## src/design/segment_lcd_serial_writer_unit_assert.svh

```systemverilog
// ----------------------------------------------------------------------------
// Assertion macros for the segment LCD serial writer
// Shared property wrappers, clocked on clk and held off while rst_n is low.
// ----------------------------------------------------------------------------
`ifndef SEGMENT_LCD_SERIAL_WRITER_UNIT_ASSERT_SVH
`define SEGMENT_LCD_SERIAL_WRITER_UNIT_ASSERT_SVH

// Same-cycle implication.
`define SLSW_ASSERT_NOW(label, ante, cons) \
  label: assert property (@(posedge clk) disable iff (!rst_n) (ante) |-> (cons)) \
    else $error("slsw same-cycle check failed");

// Next-cycle implication.
`define SLSW_ASSERT_NEXT(label, ante, cons) \
  label: assert property (@(posedge clk) disable iff (!rst_n) (ante) |=> (cons)) \
    else $error("slsw next-cycle check failed");

`endif

```

## src/design/slsw_pkg.sv

```systemverilog
// ----------------------------------------------------------------------------
// slsw_pkg
// Types, codes and the seven-segment font for the segment LCD serial writer.
// ----------------------------------------------------------------------------
`default_nettype none

package slsw_pkg;

  localparam int FONT_ENTRIES    = 95;
  localparam int POSITION_COUNT  = 30;
  localparam int QUEUE_DEPTH_DEF = 2;

  // Longest run: two 13-bit write frames.
  localparam int FRAME_BITS = 13;
  localparam int RUN_BITS   = 2 * FRAME_BITS;
  localparam int LEN_W      = $clog2(RUN_BITS + 1);

  localparam logic [1:0] KIND_CHAR = 2'd0;
  localparam logic [1:0] KIND_CMD  = 2'd1;
  localparam logic [1:0] KIND_NIB  = 2'd2;

  localparam logic [2:0] MODE_CMD   = 3'b100;
  localparam logic [2:0] MODE_WRITE = 3'b101;

  localparam logic [7:0] CHAR_LOW  = 8'd32;
  localparam logic [7:0] CHAR_HIGH = 8'd126;

  // Bit index that closes the first frame of a character run.
  localparam logic [LEN_W-1:0] MID_INDEX = LEN_W'(FRAME_BITS - 1);

  typedef struct packed {
    logic [1:0] kind;
    logic [7:0] char_code;
    logic [4:0] position;
    logic [7:0] command_byte;
    logic [5:0] ram_address;
    logic [3:0] nibble;
    logic       first;
    logic       last;
  } in_item_t;

  typedef struct packed {
    logic serial_bit;
    logic select_release;
    logic run_end;
  } out_item_t;

  // One classified item: bits left-aligned, sent from the top bit down.
  typedef struct packed {
    logic [RUN_BITS-1:0] bits;
    logic [LEN_W-1:0]    len;
    logic                mid_release;
    logic                end_release;
  } run_desc_t;

  localparam logic [7:0] FONT_ROM [FONT_ENTRIES] = '{
    8'h00, 8'hD0, 8'h12, 8'h7E, 8'h6B, 8'h00, 8'h00, 8'h10, 8'h06, 8'h50,
    8'h33, 8'h00, 8'h40, 8'h20, 8'h80, 8'h34, 8'h5F, 8'h50, 8'h3D, 8'h79,
    8'h72, 8'h6B, 8'h6F, 8'h53, 8'h7F, 8'h7B, 8'h00, 8'h00, 8'h00, 8'h28,
    8'h00, 8'h35, 8'h7D, 8'h77, 8'h7F, 8'h0F, 8'h5F, 8'h2F, 8'h27, 8'h4F,
    8'h76, 8'h50, 8'h5D, 8'h2B, 8'h0E, 8'h45, 8'h57, 8'h5F, 8'h37, 8'h73,
    8'h07, 8'h6B, 8'h2E, 8'h5E, 8'h1A, 8'h4D, 8'h76, 8'h7A, 8'h3D, 8'h0F,
    8'h62, 8'h59, 8'h00, 8'h08, 8'h02, 8'h7D, 8'h6E, 8'h2C, 8'h7C, 8'h3F,
    8'h07, 8'h7B, 8'h66, 8'h40, 8'h58, 8'h67, 8'h06, 8'h65, 8'h64, 8'h6C,
    8'h37, 8'h73, 8'h24, 8'h6B, 8'h2E, 8'h4C, 8'h1A, 8'h4D, 8'h76, 8'h7A,
    8'h71, 8'h70, 8'h50, 8'h26, 8'h01
  };

  // Blank for anything outside the printable range.
  function automatic logic [7:0] glyph_of(input logic [7:0] code);
    logic [7:0] idx;
    idx = code - CHAR_LOW;
    if (code >= CHAR_LOW && code <= CHAR_HIGH) begin
      return FONT_ROM[idx[6:0]];
    end
    return 8'h00;
  endfunction

endpackage

`default_nettype wire

```

## src/design/slsw_front.sv

```systemverilog
// ----------------------------------------------------------------------------
// slsw_front
// Accepts items, looks up the font and builds one serial run descriptor.
// ----------------------------------------------------------------------------
`default_nettype none

module slsw_front import slsw_pkg::*; (
  input  wire logic      clk,
  input  wire logic      rst_n,
  input  wire logic      push,
  output logic           full,
  input  wire in_item_t  in_item,
  output logic           desc_valid,
  output run_desc_t      desc,
  input  wire logic      desc_full
);

  logic      valid_r, valid_nxt;
  run_desc_t desc_r, desc_nxt;
  logic      accept;
  logic      known;
  logic [7:0] glyph;
  logic [5:0] addr_lo;
  logic [5:0] addr_hi;

  assign full       = valid_r && desc_full;
  assign accept     = push && !full;
  assign desc_valid = valid_r;
  assign desc       = desc_r;

  assign glyph   = glyph_of(in_item.char_code);
  // position*2+4, wrapped to six bits; the pair's second address is odd.
  assign addr_lo = {in_item.position, 1'b0} + 6'd4;
  assign addr_hi = {addr_lo[5:1], 1'b1};

  always_comb begin
    known             = 1'b1;
    desc_nxt.bits     = '0;
    desc_nxt.len      = '0;
    desc_nxt.mid_release = 1'b0;
    desc_nxt.end_release = in_item.last;
    case (in_item.kind)
      KIND_CHAR: begin
        desc_nxt.bits = {MODE_WRITE, addr_lo, glyph[3:0], MODE_WRITE, addr_hi, glyph[7:4]};
        desc_nxt.len  = LEN_W'(RUN_BITS);
        desc_nxt.mid_release = 1'b1;
        desc_nxt.end_release = 1'b1;
      end
      KIND_CMD: begin
        if (in_item.first) begin
          desc_nxt.bits = {MODE_CMD, in_item.command_byte, 1'b0, (RUN_BITS - 12)'(0)};
          desc_nxt.len  = LEN_W'(12);
        end else begin
          desc_nxt.bits = {in_item.command_byte, 1'b0, (RUN_BITS - 9)'(0)};
          desc_nxt.len  = LEN_W'(9);
        end
      end
      KIND_NIB: begin
        if (in_item.first) begin
          desc_nxt.bits = {MODE_WRITE, in_item.ram_address, in_item.nibble,
                           (RUN_BITS - 13)'(0)};
          desc_nxt.len  = LEN_W'(13);
        end else begin
          desc_nxt.bits = {in_item.nibble, (RUN_BITS - 4)'(0)};
          desc_nxt.len  = LEN_W'(4);
        end
      end
      default: begin
        known = 1'b0;
      end
    endcase
  end

  // Drop unknown kinds at the door; hold a built run until the queue takes it.
  always_comb begin
    valid_nxt = valid_r;
    if (accept) begin
      valid_nxt = known;
    end else if (valid_r && !desc_full) begin
      valid_nxt = 1'b0;
    end
  end

  always_ff @(posedge clk) begin
    if (!rst_n) begin
      valid_r <= 1'b0;
    end else begin
      valid_r <= valid_nxt;
    end
  end

  always_ff @(posedge clk) begin
    if (accept) begin
      desc_r <= desc_nxt;
    end
  end

endmodule

`default_nettype wire

```

## src/design/slsw_queue.sv

```systemverilog
// ----------------------------------------------------------------------------
// slsw_queue
// Short descriptor queue between the front and the serializer.
// ----------------------------------------------------------------------------
`default_nettype none

module slsw_queue import slsw_pkg::*; #(
  parameter int DEPTH = QUEUE_DEPTH_DEF
) (
  input  wire logic      clk,
  input  wire logic      rst_n,
  input  wire logic      wr_en,
  input  wire run_desc_t wr_desc,
  output logic           q_full,
  output logic           rd_valid,
  input  wire logic      rd_en,
  output run_desc_t      rd_desc
);

  localparam int PTR_W = (DEPTH > 1) ? $clog2(DEPTH) : 1;
  localparam int CNT_W = $clog2(DEPTH + 1);

  run_desc_t        mem_r [DEPTH];
  logic [PTR_W-1:0] wr_ptr_r, wr_ptr_nxt;
  logic [PTR_W-1:0] rd_ptr_r, rd_ptr_nxt;
  logic [CNT_W-1:0] count_r, count_nxt;
  logic             do_wr, do_rd;

  assign q_full   = (count_r == CNT_W'(DEPTH));
  assign rd_valid = (count_r != '0);
  assign do_wr    = wr_en && !q_full;
  assign do_rd    = rd_en && rd_valid;
  assign rd_desc  = mem_r[rd_ptr_r];

  always_comb begin
    wr_ptr_nxt = wr_ptr_r;
    rd_ptr_nxt = rd_ptr_r;
    if (do_wr) begin
      wr_ptr_nxt = (wr_ptr_r == PTR_W'(DEPTH - 1)) ? '0 : wr_ptr_r + PTR_W'(1);
    end
    if (do_rd) begin
      rd_ptr_nxt = (rd_ptr_r == PTR_W'(DEPTH - 1)) ? '0 : rd_ptr_r + PTR_W'(1);
    end
    count_nxt = count_r + CNT_W'(do_wr) - CNT_W'(do_rd);
  end

  always_ff @(posedge clk) begin
    if (!rst_n) begin
      wr_ptr_r <= '0;
      rd_ptr_r <= '0;
      count_r  <= '0;
    end else begin
      wr_ptr_r <= wr_ptr_nxt;
      rd_ptr_r <= rd_ptr_nxt;
      count_r  <= count_nxt;
    end
  end

  always_ff @(posedge clk) begin
    if (do_wr) begin
      mem_r[wr_ptr_r] <= wr_desc;
    end
  end

endmodule

`default_nettype wire

```

## src/design/slsw_back.sv

```systemverilog
// ----------------------------------------------------------------------------
// slsw_back
// Shifts one run out a bit per cycle into the result register, while that register is empty or being popped.
// ----------------------------------------------------------------------------
`default_nettype none

module slsw_back import slsw_pkg::*; (
  input  wire logic      clk,
  input  wire logic      rst_n,
  input  wire logic      run_valid,
  input  wire run_desc_t run_desc,
  output logic           run_take,
  output logic           empty,
  input  wire logic      pop,
  output out_item_t      out_item
);

  logic                busy_r, busy_nxt;
  logic [RUN_BITS-1:0] sh_r;
  logic [LEN_W-1:0]    left_r;
  logic [LEN_W-1:0]    cnt_r;
  logic                mid_r, end_rel_r;
  logic                ovalid_r, ovalid_nxt;
  out_item_t           oitem_r;
  logic                adv, last_bit, rel_bit;

  assign empty    = !ovalid_r;
  assign out_item = oitem_r;

  assign adv      = busy_r && (!ovalid_r || pop);
  assign last_bit = (left_r == LEN_W'(1));
  assign rel_bit  = (last_bit && end_rel_r) || (mid_r && cnt_r == MID_INDEX);
  // Load the next run on the cycle the current one sends its last bit.
  assign run_take = run_valid && (!busy_r || (adv && last_bit));

  always_comb begin
    busy_nxt = busy_r;
    if (run_take) begin
      busy_nxt = 1'b1;
    end else if (adv && last_bit) begin
      busy_nxt = 1'b0;
    end
    ovalid_nxt = ovalid_r;
    if (adv) begin
      ovalid_nxt = 1'b1;
    end else if (pop) begin
      ovalid_nxt = 1'b0;
    end
  end

  always_ff @(posedge clk) begin
    if (!rst_n) begin
      busy_r   <= 1'b0;
      ovalid_r <= 1'b0;
      left_r   <= '0;
    end else begin
      busy_r   <= busy_nxt;
      ovalid_r <= ovalid_nxt;
      if (run_take) begin
        left_r <= run_desc.len;
      end else if (adv) begin
        left_r <= left_r - LEN_W'(1);
      end
    end
  end

  always_ff @(posedge clk) begin
    if (run_take) begin
      sh_r      <= run_desc.bits;
      cnt_r     <= '0;
      mid_r     <= run_desc.mid_release;
      end_rel_r <= run_desc.end_release;
    end else if (adv) begin
      sh_r  <= {sh_r[RUN_BITS-2:0], 1'b0};
      cnt_r <= cnt_r + LEN_W'(1);
    end
    if (adv) begin
      oitem_r.serial_bit     <= sh_r[RUN_BITS-1];
      oitem_r.select_release <= rel_bit;
      oitem_r.run_end        <= last_bit;
    end
  end

`include "segment_lcd_serial_writer_unit_assert.svh"

  `SLSW_ASSERT_NOW(a_busy_has_bits, busy_r, left_r != '0 && left_r <= LEN_W'(RUN_BITS))
  `SLSW_ASSERT_NOW(a_mid_release_place, adv && rel_bit && !last_bit, mid_r && cnt_r == MID_INDEX)
  `SLSW_ASSERT_NEXT(a_load_starts_run, run_take, busy_r && cnt_r == '0)
  `SLSW_ASSERT_NEXT(a_run_drains, adv && last_bit && !run_take, !busy_r)

endmodule

`default_nettype wire

```

## src/design/segment_lcd_serial_writer_unit.sv

```systemverilog
// ----------------------------------------------------------------------------
// segment_lcd_serial_writer_unit
// Serializer for a three-wire segment LCD link: items in, one bit per result.
// ----------------------------------------------------------------------------
//
//   channel   direction  handshake           beat
//   input     in         push / full         in_item  (in_item_t)
//   result    out        empty / pop         out_item (out_item_t), one serial bit
//
// Runs: a run leaves at one bit per cycle while the result is not held: 26
//   bits for a character, 9 or 12 for a command, 4 or 13 for a nibble
//   write. The back end shifts them out through a single-bit shifter.
// Runs follow each other with no gap bit: the next descriptor loads on the
//   cycle the current run sends its last bit.
// Reset: synchronous, rst_n low; clears the front stage, the queue and the
//   shifter. No clearing pass.
// Stalls: a held result stops the shifter only; the front keeps accepting
//   until the descriptor queue and the front stage are both full.
// ----------------------------------------------------------------------------
`default_nettype none

module segment_lcd_serial_writer_unit import slsw_pkg::*; #(
  parameter int QUEUE_DEPTH = QUEUE_DEPTH_DEF
) (
  input  wire logic     clk,
  input  wire logic     rst_n,
  input  wire logic     push,
  output logic          full,
  input  wire in_item_t in_item,
  output logic          empty,
  input  wire logic     pop,
  output out_item_t     out_item
);

  // Front to queue: one classified run per beat.
  logic      f_valid;
  run_desc_t f_desc;
  logic      q_full;

  // Queue to serializer.
  logic      q_valid;
  run_desc_t q_desc;
  logic      q_take;

  // Classify the item, look up the font, build the bit run.
  slsw_front u_front (
    .clk        (clk),
    .rst_n      (rst_n),
    .push       (push),
    .full       (full),
    .in_item    (in_item),
    .desc_valid (f_valid),
    .desc       (f_desc),
    .desc_full  (q_full)
  );

  // Hold runs so a stalled result side does not block input.
  slsw_queue #(
    .DEPTH (QUEUE_DEPTH)
  ) u_queue (
    .clk      (clk),
    .rst_n    (rst_n),
    .wr_en    (f_valid),
    .wr_desc  (f_desc),
    .q_full   (q_full),
    .rd_valid (q_valid),
    .rd_en    (q_take),
    .rd_desc  (q_desc)
  );

  // Shift each run out a bit at a time, marking chip-select release and run end.
  slsw_back u_back (
    .clk       (clk),
    .rst_n     (rst_n),
    .run_valid (q_valid),
    .run_desc  (q_desc),
    .run_take  (q_take),
    .empty     (empty),
    .pop       (pop),
    .out_item  (out_item)
  );

endmodule

`default_nettype wire
```

## config.mk

```make
export PLATFORM = sky130hd
export DESIGN_NAME = segment_lcd_serial_writer_unit
export DESIGN_NICKNAME = d
export VERILOG_FILES = /design/src/design/slsw_pkg.sv /design/src/design/slsw_front.sv /design/src/design/slsw_queue.sv /design/src/design/slsw_back.sv /design/src/design/segment_lcd_serial_writer_unit.sv
export VERILOG_INCLUDE_DIRS = /design/src /design/src/design
export SDC_FILE = /design/constraint.sdc
export NUM_CORES = 1
export LEC_CHECK = 0
export ABC_CLOCK_PERIOD_IN_PS = 2200
export BUFFER_PORTS_ARGS = -buffer_cell sky130_fd_sc_hd__clkbuf_2
export CAP_MARGIN = 20
export CORE_ASPECT_RATIO = 1.75
export CORE_MARGIN = 3
export CORE_UTILIZATION = 55
export CTS_CLUSTER_SIZE = 10
export DETAILED_ROUTE_END_ITERATION = 12
export MAX_ROUTING_LAYER = met4
export PLACE_DENSITY_LB_ADDON = 0.05
export SYNTH_ARGS = -nofsm -noshare
export SYNTH_HDL_FRONTEND = slang
export SYNTH_SLANG_ARGS = --single-unit
```

## constraint.sdc

```tcl
create_clock -name clk -period 2.2 [get_ports clk]
set_input_delay 0 -clock clk [delete_from_list [all_inputs] [get_ports clk]]
set_output_delay 0 -clock clk [all_outputs]
set_load 0.05 [all_outputs]
```

==> results.toml, run 1 <==
[global_route]
global_route.usage.total = 0.256
grt.overflow.total = 0
grt_start_max_net_pins = 37
antenna_found_initial = 0
grt_first_pass_wirelength_um = 24500
grt_pass1_vias = 4776

[sta]
worst_slew_margin_rel = 0.628
post_route_fraction_of_the_period_consumed_by_the_critical_path = 0.939
fin_worst_hold_slack_ps = 18.5
fin_tns_setup_ps = 0
setup_viol_count_final = 0
hold_violations = 0
final_max_slew_viol_count = 0
period_minus_ws_final_ps = 2070
fmax_mhz = 484
finalWorstSetupSlack_ps = 133
final.setup_skew_ps = 11.5
rsz0062_at_grt = "false"
worst_tran_pin_value_ps = 557

[synthesis]
synthDistinctLibCells = 68
synth.largest_area_cell = "sky130_fd_sc_hd__edfxtp_1"
postSynth.topFlopCell = "sky130_fd_sc_hd__edfxtp_1"
postSynthCellCount = 568
ys_async_sr_fraction = 0
cells_taking_the_most_area_after_synthesis = "sky130_fd_sc_hd__edfxtp_1 51%, sky130_fd_sc_hd__dfxtp_1 5.5%, sky130_fd_sc_hd__mux2i_1 5.0%"
post_synth_instance_area_um2 = 6550
yosys-top-cells-count = "112 x sky130_fd_sc_hd__edfxtp_1, 55 x sky130_fd_sc_hd__nand2_1, 40 x sky130_fd_sc_hd__o21ai_0, 33 x sky130_fd_sc_hd__mux2i_1, 28 x sky130_fd_sc_hd__nor2_1"
yosys_warnings = 0
syn-mean-instance-area_um2 = 11.5
netlist.area_leader.share = 0.513
synth-edff-count = 112
yosys_register_bits = 130
proportion_of_synthesized_chip_area_in_sequential_cells = 0.568
post_synth_net_total = 623
post-synth-top-count-cell = "sky130_fd_sc_hd__edfxtp_1"

[place]
gp_routability_congestion = 0.982
preCtsSetupSlack_ps = 144
dpl.hpwl_um = 11600
place.port_buffers = 43
post-place-cells = 744

[power_and_ir_drop]
worst_ir_drop_vdd_v = 0.000653
seq_power_share = 0.424
power.static_leakage_nw = 3.02
powerDensity_nw_per_um2 = 1100
p_total_mw = 8.64
switching_power_mw = 2.39
power_frac_clock = 0.338
p_comb_frac = 0.239
intPower_mw = 6.25
power.switching_fraction = 0.277

[die]
placeableCoreArea_um2 = 11600
rows = 52
io_pins = 44
initial_core_util = 0.566
chipHeight_um = 150
die_x_um = 88.5
floorplan.die_area_um2 = 13300

[setup_path]
setup.worst_path.end_class = "flop"
worst-setup-path-type = "flop to flop"
worst_r2r_endpoint = "u_queue.count_r[1]"
cp-start-kind = "flop"
worst-r2r-cell-count = 12
crit_start = "u_back.left_r[1]"
worst_path_max_delay_cell = "sky130_fd_sc_hd__dfxtp_1"
cp_slowest_stage_delay_ps = 360
required_ps = 2500
cp_arrival_ps = 2360
crit_fanout = 3
ff2ff_setup_slack_ps = 130
worst_r2r_startpoint = "u_back.left_r[1]"
crit_chain = "inv_1 > ha_1 > nor4b_4 > a21o_1 > o21ai_2 > inv_1 > ha_1 > inv_1 > ha_1 > xnor2_1 > xnor2_1 > and2_1"

[clock_tree]
tritoncts = "done"
worstSkewPairLatency_ps = 410
clock_sink_count = 130
clock-root-buffer = "sky130_fd_sc_hd__clkbuf_16"
clock_tree.htree_level_count = 4
cts_buffer_depth = 2
cts_buffers = 17
clk_pin_slew_ps = 50
ctsResizeCount = 0

[layout]
ratio_of_cells_with_drive_above_1_in_the_final_layout = 0.192
flow.area_growth_from_synthesis_pct = 19.8
fin_nets = 700
final-instance-count-excl-fill = 792
final.fill_count = 909
antenna_cells = 0

[drt]
ant_nets = 0
routed_via_density = 5.96
routed_wire_length_per_instance_um = 19.7
overall_via_count_from_detail_route = 4722
drc = 0
drt_iter0_markers = 209
routed_wl_um = 15600
drt_pre_antenna_iters = 4

[min_path]
min_delay_path_depth = 3
source_of_the_worst_hold_timing_path = "in_item[3]"
hold_path.class = "input port to flop"
hold_path_end = "u_front.desc[21]"

[run_status]
run_status = "complete, no violations"

[run]
drv.max_cap_violation_count = 0
==> what timing repair did <==
| action | in CTS | in global routing |
|---|---|---|
| buffers inserted | 0 | 0 |
| hold buffers | 17 | 0 |
| endpoints found under the hold margin | 22 | 0 |
==> critical path: cells and delay by family (launching register included) <==
family	cells	cell delay (ps)
xor+xnor	2	250
compound gates	2	260
flops	1	360
simple gates	2	280
buf+inv	3	190
fa+ha+maj	3	620
==> metal layers <==
layer | track usage | up-vias | wire length [µm]
met3 | 0.0482 | 65 | 471
met2 | 0.454 | 159 | 8820
li1 | - | 2258 | -
met5 | - | - | 0
met1 | 0.236 | 2240 | 5200
met4 | 0.183 | 0 | 1090
==> cell usage in the layout (no fill, tap or decap), drive strengths merged, types with 3 or more instances in the layout <==
| cell | netlist | routed |
|---|---|---|
| a21oi | 26 | 26 |
| nand2 | 55 | 55 |
| and3 | 6 | 6 |
| a221oi | 3 | 3 |
| xor2 | 5 | 5 |
| bufinv | 0 | 5 |
| o22ai | 3 | 3 |
| mux2 | 6 | 6 |
| o211ai | 9 | 9 |
| o21ai | 42 | 42 |
| nor3 | 3 | 3 |
| a22o | 4 | 4 |
| nand3 | 12 | 12 |
| and2 | 9 | 9 |
| o21a | 6 | 6 |
| nand4 | 5 | 5 |
| mux2i | 33 | 33 |
| inv | 27 | 27 |
| nor2b | 13 | 13 |
| nand2b | 19 | 19 |
| a211oi | 4 | 4 |
| edfxtp | 112 | 112 |
| a221o | 3 | 3 |
| dfxtp | 18 | 18 |
| clkbuf | 17 | 62 |
| ha | 16 | 16 |
| xnor2 | 9 | 9 |
| buf | 20 | 35 |
| a31oi | 5 | 5 |
| o2bb2ai | 3 | 3 |
| a22oi | 3 | 3 |
| clkinv | 0 | 5 |
| nor2 | 28 | 28 |
| o311a | 3 | 3 |
| a2111oi | 3 | 3 |
| dlygate4sd3 | 0 | 17 |
==> cell type report <==
cell class / count / area (µm²) / share of cell area
clock buffers: 19 / 433 / 0.0552
clock inverters: 12 / 189 / 0.0241
inverters: 27 / 101 / 0.0129
multi-input cells: 374 / 2550 / 0.324
flip-flops and latches: 130 / 3720 / 0.474
well taps: 135 / 169 / 0.0215
repair buffers: 95 / 686 / 0.0874
==> registers in the layout, summed over array words and instances (netlist names), 2 cells and up, named ones only <==
signal and cells:
u_back.left_r 5, u_back.out_item 3, u_queue.count_r 2, u_back.cnt_r 5
u_queue.mem_r 54, u_back.sh_r 26, u_front.desc 27
==> cells by family (layout without fill, tap and decap cells) <==
group | after synthesis | in the layout | share of synthesized area
muxes | 40 | 40 | 0.0642
adders and majority gates | 16 | 16 | 0.0306
xor gates and xnor gates | 14 | 14 | 0.0187
AOI/OAI and AO/OA | 142 | 142 | 0.149
buffers and inverters | 64 | 153 | 0.0437
DFF | 130 | 130 | 0.568
and+or+nand+nor | 162 | 162 | 0.125
==> worst max path at each step <==
stage	end	slack, ps	depth (start not counted)
6_report	u_queue.count_r[1]	130	12
5_1_grt	u_queue.count_r[1]	8	12
4_1_cts	u_queue.count_r[1]	120	12
3_5_place_dp	u_queue.count_r[1]	140	12
3_3_place_gp	u_queue.count_r[1]	220	12
2_1_floorplan	u_queue.count_r[1]	3	13
==> power groups by stage <==
stage,clock [mW],sequential [mW],combinational [mW]
floorplan,0,3.70,1.41
global placement,0,3.69,1.98
detailed placement,0,3.71,2.04
CTS,2.97,3.67,2.09
global route,3.08,3.71,2.33
finish,2.92,3.66,2.06
==> metrics by stage <==
step	utilization	instance area, µm²
after floorplan	-	6560
after global placement	0.609	7060
after detailed placement	0.609	7060
after CTS	0.678	7850
after global routing	0.678	7850
final	0.678	7850
(Power assumes the default switching activity.)
==> run 2, diff against run 1 <==
--- a/config.mk
+++ b/config.mk
@@ -6,12 +6,12 @@
 export SDC_FILE = /design/constraint.sdc
 export NUM_CORES = 1
 export LEC_CHECK = 0
-export ABC_CLOCK_PERIOD_IN_PS = 2200
+export ABC_CLOCK_PERIOD_IN_PS = 2600
 export BUFFER_PORTS_ARGS = -buffer_cell sky130_fd_sc_hd__clkbuf_2
 export CAP_MARGIN = 20
 export CORE_ASPECT_RATIO = 1.75
 export CORE_MARGIN = 3
-export CORE_UTILIZATION = 55
+export CORE_UTILIZATION = 60
 export CTS_CLUSTER_SIZE = 10
 export DETAILED_ROUTE_END_ITERATION = 12
 export MAX_ROUTING_LAYER = met4
==> constraint.sdc (replaced) <==
create_clock -name clk -period 2.6 [get_ports clk]
set_input_delay 0 -clock clk [delete_from_list [all_inputs] [get_ports clk]]
set_output_delay 0 -clock clk [all_outputs]
set_load 0.05 [all_outputs]
==> run 2 against run 1 <==
Net effect: clock power fell by 15%; sequential power down 14%; critical path depth did not move; via count up 1.2%; largest cell class unchanged.
==> results.toml, run 2 (synthesis results as in run 1) <==
[global_route]
global_route.usage.total = 0.284
grt_first_pass_wirelength_um = 25300
antenna_found_initial = 0
grt.overflow.total = 0
grt_pass1_vias = 4898
grt_start_max_net_pins = 46

[layout]
largest_register_ff_count = 54
finish.instance_area_um2 = 7680
flow.area_growth_from_synthesis_pct = 17.2
most-common-layout-cells = "112 x sky130_fd_sc_hd__edfxtp_1, 55 x sky130_fd_sc_hd__nand2_1, 43 x sky130_fd_sc_hd__clkbuf_2"
final-instance-count-excl-fill = 769
mostFrequentLayoutCell = "sky130_fd_sc_hd__edfxtp_1"
antenna_cells = 0
fin_nets = 684
ratio_of_cells_with_drive_above_1_in_the_final_layout = 0.171
regMostFlops = "u_queue.mem_r"

[die]
die_x_um = 85.0
io_pins = 44
floorplan.die_area_um2 = 12300
placeableCoreArea_um2 = 10500
chipHeight_um = 144
rows = 49
initial_core_util = 0.625

[sta]
fmax_mhz = 442
worst_slew_margin_rel = 0.592
worst_tran_pin_value_ps = 604
rsz0062_at_grt = "false"
setup_viol_count_final = 0
final_max_slew_viol_count = 0
period_minus_ws_final_ps = 2260
fin_tns_setup_ps = 0
post_route_fraction_of_the_period_consumed_by_the_critical_path = 0.869
final.setup_skew_ps = 9.03
hold_violations = 0

[setup_path]
cp_arrival_ps = 2550
worst-r2r-cell-count = 12
worst_r2r_startpoint = "u_back.left_r[1]"
crit_start = "u_back.left_r[1]"
worst_r2r_endpoint = "u_queue.count_r[1]"
worst-setup-path-type = "flop to flop"
ff2ff_setup_slack_ps = 340
cp-start-kind = "flop"
required_ps = 2890
crit_fanout = 7
setup.worst_path.end_class = "flop"
crit_path_end = "u_queue.count_r[1]"

[clock_tree]
clock-root-buffer = "sky130_fd_sc_hd__clkbuf_16"
clock_sink_count = 130
worstSkewPairLatency_ps = 400
ctsResizeCount = 0
clock_tree.htree_level_count = 4
cts_buffer_depth = 2
tritoncts = "done"
clk_pin_slew_ps = 50
cts_buffers = 17

[place]
post-place-cells = 722
place_area_um2 = 6900
place.port_buffers = 43
dpl.hpwl_um = 11500
gp_routability_congestion = 0.968

[drt]
wl_met1_um = 5470
route.met2.wl_um = 8980
routed_via_density = 6.21
drt_pre_antenna_iters = 5
wl_met3_um = 644
drt_iter0_markers = 352
overall_via_count_from_detail_route = 4777
drc = 0
routed_wire_length_per_instance_um = 21.1
routed_wl_um = 16300
ant_nets = 0
top_signal_layer_used = "met4"

[power_and_ir_drop]
powerDensity_nw_per_um2 = 956
worst_ir_drop_vdd_v = 0.00143
power.static_leakage_nw = 2.93

[run_status]
run_status = "complete, no violations"

[min_path]
hold_path.class = "input port to flop"

[run]
drv.max_cap_violation_count = 0
-- run 2: cell count changes in the layout (fill, tap and decap cells not counted) --
cell / delta
sky130_fd_sc_hd__clkinv_2: -2
sky130_fd_sc_hd__dlygate4sd3_1: -2
sky130_fd_sc_hd__clkinv_1: +2
sky130_fd_sc_hd__clkinvlp_4: -1
sky130_fd_sc_hd__buf_4: -11
sky130_fd_sc_hd__clkbuf_1: +1
sky130_fd_sc_hd__buf_12: -3
sky130_fd_sc_hd__clkinv_4: +1
-- run 2: worst min-delay path by stage --
| stage | startpoint | to | cells past startpoint |
|---|---|---|---|
| 3_5_place_dp | in_item[0] | u_front.desc[0] | 2 |
| 2_1_floorplan | rst_n | u_back.left_r[0] | 1 |
| 5_1_grt | in_item[29] | u_front.desc[10] | 2 |
| 6_report | in_item[18] | u_front.desc[31] | 3 |
| 3_3_place_gp | in_item[0] | u_front.desc[0] | 2 |
| 4_1_cts | in_item[18] | u_front.desc[31] | 3 |
-- run 2: cell type report --
| type | instances | area [µm²] |
|---|---|---|
| clock buffer | 20 | 437 |
| clock inverter | 12 | 188 |
| fill | 694 | 2810 |
| inverter | 27 | 101 |
| multi-input combinational | 374 | 2550 |
| sequential | 130 | 3720 |
| tap | 127 | 159 |
| timing repair buffer | 79 | 523 |
-- run 2: timing repair --
| action | CTS | global route |
|---|---|---|
| setup endpoints to repair | 0 | 0 |
| buffers inserted | 0 | 0 |
| endpoints found under the hold margin | 21 | 0 |
| hold buffers | 15 | 0 |
-- run 2: power by group --
| part | internal (mW) | switching (mW) | leakage [nW] |
|---|---|---|---|
| combinational | 0.617 | 1.10 | 1.41 |
| sequential | 2.92 | 0.212 | 1.22 |
| clock | 1.69 | 0.802 | 0.300 |
| total | 5.22 | 2.12 | 2.93 |
-- run 2: critical path, stage by stage (launching register included) --
cell                      delay, ps
sky130_fd_sc_hd__dfxtp_1        350
sky130_fd_sc_hd__inv_1           70
sky130_fd_sc_hd__ha_1           180
sky130_fd_sc_hd__nor4b_4        140
sky130_fd_sc_hd__a21o_1         210
sky130_fd_sc_hd__o21ai_2        130
sky130_fd_sc_hd__inv_1          100
sky130_fd_sc_hd__ha_1           290
sky130_fd_sc_hd__inv_1           50
sky130_fd_sc_hd__ha_1           190
sky130_fd_sc_hd__xnor2_1        190
sky130_fd_sc_hd__xnor2_1         90
sky130_fd_sc_hd__and2_1         160
-- run 2: per-layer routing --
metal  vias up  global-route usage
li1       2229                   -
met1      2268               0.261
met2       203               0.514
met3        77              0.0576
met4         0               0.193
met5         -                   -
-- run 2: per-stage QoR --
stage	utilization	hold slack [ps]	setup WS [ps]	total power [mW]
detailed placement	0.658	263	377	4.81
global placement	0.658	261	469	4.72
floorplan	-	146	106	4.32
global route	0.732	28.6	238	7.65
finish	0.732	31.6	340	7.34
CTS	0.732	4.15	316	7.36
